$ cat src/sv/perspective_project_to_screen_macros.svh
// assertion macros shared by the projection block
`ifndef PERSPECTIVE_PROJECT_TO_SCREEN_MACROS_SVH
`define PERSPECTIVE_PROJECT_TO_SCREEN_MACROS_SVH
`ifndef SYNTHESIS
`define PPTS_ASSERT(lbl, prop) \
    lbl: assert property (@(posedge i_clk) disable iff (!i_rst_n) prop) \
        else $error("ppts check failed");
`define PPTS_ASSERT_ALWAYS(lbl, prop) \
    lbl: assert property (@(posedge i_clk) prop) \
        else $error("ppts check failed");
`else
`define PPTS_ASSERT(lbl, prop)
`define PPTS_ASSERT_ALWAYS(lbl, prop)
`endif
`endif

$ cat src/sv/ppts_pkg.sv
package ppts_pkg;

    localparam int QDEPTH = 4;
    localparam int QAW    = 2;
    localparam int QCW    = 3;

    // quotient bits kept by the divider; larger quotients saturate anyway
    localparam int QBITS  = 34;
    localparam int NBITS  = 61;

    localparam logic signed [31:0] SAT_MAX = 32'sh7FFF_FFFF;
    localparam logic signed [31:0] SAT_MIN = 32'sh8000_0000;

    // register indexes
    localparam logic [2:0] REG_R0_01 = 3'd0;
    localparam logic [2:0] REG_R0_23 = 3'd1;
    localparam logic [2:0] REG_R1_01 = 3'd2;
    localparam logic [2:0] REG_R1_23 = 3'd3;
    localparam logic [2:0] REG_R3_01 = 3'd4;
    localparam logic [2:0] REG_R3_23 = 3'd5;
    localparam logic [2:0] REG_WIDTH = 3'd6;
    localparam logic [2:0] REG_HEIGHT = 3'd7;

    typedef struct packed {
        logic signed [31:0] m00, m01, m02, m03;
        logic signed [31:0] m10, m11, m12, m13;
        logic signed [31:0] m30, m31, m32, m33;
        logic [13:0]        scr_w;
        logic [13:0]        scr_h;
    } t_cfg;

    // classified item between front and back
    typedef struct packed {
        logic signed [45:0] nx;
        logic signed [45:0] ny;
        logic signed [31:0] w;
        logic               cxneg;
        logic               cyneg;
    } t_mid;

    // one divider stage
    typedef struct packed {
        logic [32:0]       remx;
        logic [32:0]       remy;
        logic [QBITS-1:0]  nlox;
        logic [QBITS-1:0]  nloy;
        logic [QBITS-1:0]  qx;
        logic [QBITS-1:0]  qy;
        logic [31:0]       d;
        logic signed [31:0] w;
        logic              negx, negy, ovfx, ovfy, cxneg, cyneg;
    } t_div;

    typedef struct packed {
        logic signed [31:0] sx;
        logic signed [31:0] sy;
        logic signed [31:0] w;
        logic               wz;
    } t_res;

endpackage

$ cat src/sv/ppts_queue.sv
`include "perspective_project_to_screen_macros.svh"
module ppts_queue import ppts_pkg::*; (
    input  logic i_clk,
    input  logic i_rst_n,
    input  logic i_push,
    input  t_mid i_data,
    output logic o_full,
    input  logic i_pop,
    output t_mid o_data,
    output logic o_empty
);

    t_mid             r_mem [QDEPTH];
    logic [QAW-1:0]   r_wr, r_rd;
    logic [QCW-1:0]   r_cnt;
    logic             do_push, do_pop;

    assign o_full  = (r_cnt == QCW'(QDEPTH));
    assign o_empty = (r_cnt == '0);
    assign do_push = i_push && !o_full;
    assign do_pop  = i_pop && !o_empty;
    assign o_data  = r_mem[r_rd];

    // storage
    always_ff @(posedge i_clk) begin
        if (do_push) begin
            r_mem[r_wr] <= i_data;
        end
    end

    // pointers and fill count
    always_ff @(posedge i_clk) begin
        if (!i_rst_n) begin
            r_wr  <= '0;
            r_rd  <= '0;
            r_cnt <= '0;
        end else begin
            if (do_push) r_wr <= r_wr + 1'b1;
            if (do_pop)  r_rd <= r_rd + 1'b1;
            r_cnt <= r_cnt + QCW'(do_push) - QCW'(do_pop);
        end
    end

    `PPTS_ASSERT(a_q_cnt_max, r_cnt <= QCW'(QDEPTH))

endmodule

$ cat config.mk
export PLATFORM = sky130hd
export DESIGN_NAME = ppts_queue
export DESIGN_NICKNAME = d
export VERILOG_FILES = /design/src/sv/ppts_pkg.sv /design/src/sv/ppts_queue.sv
export VERILOG_INCLUDE_DIRS = /design/src /design/src/sv
export SDC_FILE = /design/constraint.sdc
export NUM_CORES = 1
export LEC_CHECK = 0
export ABC_AREA = 1
export BUFFER_PORTS_ARGS = -buffer_cell sky130_fd_sc_hd__clkbuf_2
export CORE_MARGIN = 8
export CORE_UTILIZATION = 35
export CTS_CLUSTER_DIAMETER = 200
export DETAILED_ROUTE_END_ITERATION = 6
export GPL_TIMING_DRIVEN = 0
export HOLD_SLACK_MARGIN = 0.1
export SLEW_MARGIN = 30
export SYNTH_ARGS = -nofsm -noshare
export SYNTH_HDL_FRONTEND = slang
export SYNTH_SLANG_ARGS = --single-unit
$ cat constraint.sdc
create_clock -name i_clk -period 8.8 [get_ports i_clk]
set_input_delay 0.88 -clock i_clk [delete_from_list [all_inputs] [get_ports i_clk]]
set_output_delay 0.88 -clock i_clk [all_outputs]
set_load 0.005 [all_outputs]
==> impl_results.md <==
- Gr ovfl total: 0
- Proportion of power drawn by combinational gates: 0.247
- Final Cycle Share: 0.390
- Worst reg2reg path depth: 7
- Initial core utilization: 0.355
- Slew HR: 0.505
- Register area share after synthesis: 0.800
- Vias: 11913
- I/O Pins: 258
- Post-Synthesis Cells: 1286
- Drt via density: 5.03
- Gr usage total: 0.157
- Synth-to-layout area growth: 24.0%
- Register-to-register setup slack: 6.36 ns
- Worst setup SP type: register
- Fraction of power spent switching nets: 0.299
- Synth warn: 0
- Full die area: 0.0624 sq mm
- Final setup fails: 0
- Max Cap Viol: 0
- Maximum clock rate: 0.291 GHz
- Least-Margin Pin Slew: 0.743 ns
- LEAKAGE: 0.00836 uW
- Hold crit path type: register to register
- Hold slack: 0.501 ns
- Row count: 85
- Worst Hold Path Cells: 2
- Initial DRT Pass Iterations: 5
- Clk Latency, worst-skew pair: 0.58 ns
- CTS Buf Count: 53
- Placed cell area: 0.0222 sq mm
- PortBufs: 257
- Clock buffer depth: 3
- Nets: 1766
- Root buffer cell: clkbuf_16
- Sequential power share: 0.451
- Initial antenna violation count: 5
- Slew Limit Fails: 0
- Hold Buf Count CTS: 0
- Width of the die: 250 microns
- Antenna-violating nets left: 0
- Core ar.: 0.0539 sq mm
- Min Tclk post-route: 3.43 ns
- Vias in the first global route: 11872
- Largest net degree at the start of global routing: 20
- Post-CTS setup repair buffer count: 0
- Worst setup endpoint: o_data[9]
- Crit-path max FO: 10
- DR WL/cell: 21.4 microns
- RD Place Congestion: 0.741
- Net Count, Synth: 1423
- Post-synth cell types: 19
- Maximum vdd drop: 0.179 mV
- Crit end category: output port
- Syn Std Cell Area: 0.0191 sq mm
- Syn Area/Cell: 14.9 sq um
- #FFs+latches synth: 513
- Sink Count: 513
- Layout cells sized above 1: 0.242
- Critical path class: register to output port
- Util after Layout: 0.440
- RSZ-0062 raised after global routing: false
- Status: finished clean
- First-pass GRT wire length: 75300 microns
- Crit path arrival time: 2.55 ns
- Worst R2R End: r_mem[0][80]
- Sw power: 2010 uW
- Critical R2R Launch: r_cnt[1]
- Die H: 250 microns
- Drt initial violations: 848
- # fillers: 4829
- Internal power: 4700 uW
- Crit path required time: 7.92 ns
- DR DRC count: 0
- TritonCTS clock tree: yes
- Pwr Density: 282 mW/mm^2
- Final instance area: 0.0237 sq mm
- DRT Wirelength: 50700 microns
- H-tree depth: 2
- Clk slew on worst S/H paths: 0.06 ns
- Clock Skew: 0.0121 ns
- Dpl hpwl: 33200 microns
- Hold Fails Final Rpt: 0
- Post-CTS sizing: 0
- Clock network fraction of total power: 0.302
-- registers in the layout, summed over array words and instances (netlist names), named ones only --
| name | cells |
|---|---|
| r_mem | 504 |
| r_rd | 2 |
| r_wr | 2 |
| r_cnt | 3 |
-- cells in the final DEF (no fill, tap or decap), types with 4 or more instances in the layout --
cell / netlist / final
edfxtp_1: 504 / 504
nor2_1: 264 / 260
clkbuf_2: 0 / 257
o21ai_0: 207 / 207
o22ai_1: 126 / 126
clkbuf_1: 43 / 59
clkbuf_16: 0 / 53
o21ai_1: 45 / 45
buf_16: 0 / 30
buf_6: 20 / 20
inv_1: 17 / 17
nand2_1: 14 / 14
buf_2: 14 / 14
clkinv_1: 0 / 11
clkinv_2: 1 / 10
dfxtp_1: 9 / 9
ha_1: 6 / 6
a21oi_1: 5 / 5
buf_8: 3 / 4
nor2_4: 0 / 4
nand3_1: 4 / 4
inv_6: 0 / 4
-- cells by family (layout without fill, tap and decap cells) --
group / Yosys count / count (layout) / share of synthesized area
DFF: 513 / 513 / 0.800
AOI/OAI and AO/OA: 383 / 383 / 0.108
other: 0 / 2 / 0
buffers and inverters: 101 / 487 / 0.0312
adders and majority gates: 7 / 7 / 0.00497
and+or+nand+nor: 282 / 282 / 0.0556
-- metal layers --
metal  vias to the layer above  GRT usage  routed length (microns)
li1                       5574          -                        -
met1                      5883      0.208                    21600
met2                       373      0.251                    24000
met3                        77     0.0464                     3930
met4                         6     0.0375                     1050
met5                         -          0                       35
-- critical path, stage by stage, from the launching register on --
cell and delay, ns:
dfxtp_1 0.30, buf_4 0.21, clkinv_2 0.25, clkbuf_1 0.56
o21ai_0 0.20, o22ai_1 0.27, clkbuf_2 0.17
-- cells in the mapped netlist, drive strengths merged --
master | count | area, sq um
dfxtp | 9 | 180
inv | 18 | 75.1
edfxtp | 504 | 15100
buf | 39 | 355
ha | 6 | 75.1
nand3 | 4 | 20.0
clkbuf | 43 | 161
clkinv | 1 | 5.00
fa | 1 | 20.0
a21oi | 5 | 25.0
nor2 | 264 | 991
nand2 | 14 | 52.6
o22ai | 126 | 788
o21ai | 252 | 1260
-- area by class of cell --
type / count / area [sq um] / share of cell area
clock inverter: 27 / 145 / 0.00611
antenna: 2 / 5.00 / 0.000211
sequential: 513 / 15300 / 0.645
buffer: 82 / 517 / 0.0218
timing repair buffer: 288 / 2130 / 0.0896
clock buffer: 71 / 1410 / 0.0596
multi-input combinational: 672 / 3260 / 0.137
inverter: 19 / 80.1 / 0.00337
tap: 696 / 871 / 0.0367
-- stage by stage --
step                 TNS, ns  cells  setup WS [ns]  power (uW)
floorplan                  0   1286           1.95        3910
detailed placement         0   2270           5.92        4770
finish                     0   2370           5.37        6700
global placement    -1427.80   2239          -2.93        4720
global route               0   2368           5.25        7040
CTS                        0   2368           5.28        6820
-- how the worst min path moves through the flow --
| stage | start | end | slack, ns |
|---|---|---|---|
| 2_1_floorplan | r_rd[0] | register | 0.45 |
| 3_3_place_gp | r_rd[0] | r_rd[0] | 0.46 |
| 3_5_place_dp | r_rd[0] | r_rd[0] | 0.48 |
| 4_1_cts | i_data[83] | r_mem[3][83] | 0.46 |
| 5_1_grt | i_data[92] | r_mem[2][92] | 0.47 |
| 6_report | r_rd[0] | r_rd[0] | 0.50 |
-- power groups by stage --
stage	Combinational [uW]	Sequential (uW)	Clock, uW
detailed placement	1700	3070	0
finish	1660	3020	2030
global placement	1540	3180	0
floorplan	791	3120	0
CTS	1700	3020	2090
global route	1820	3040	2170
(Power assumes the default switching activity.)
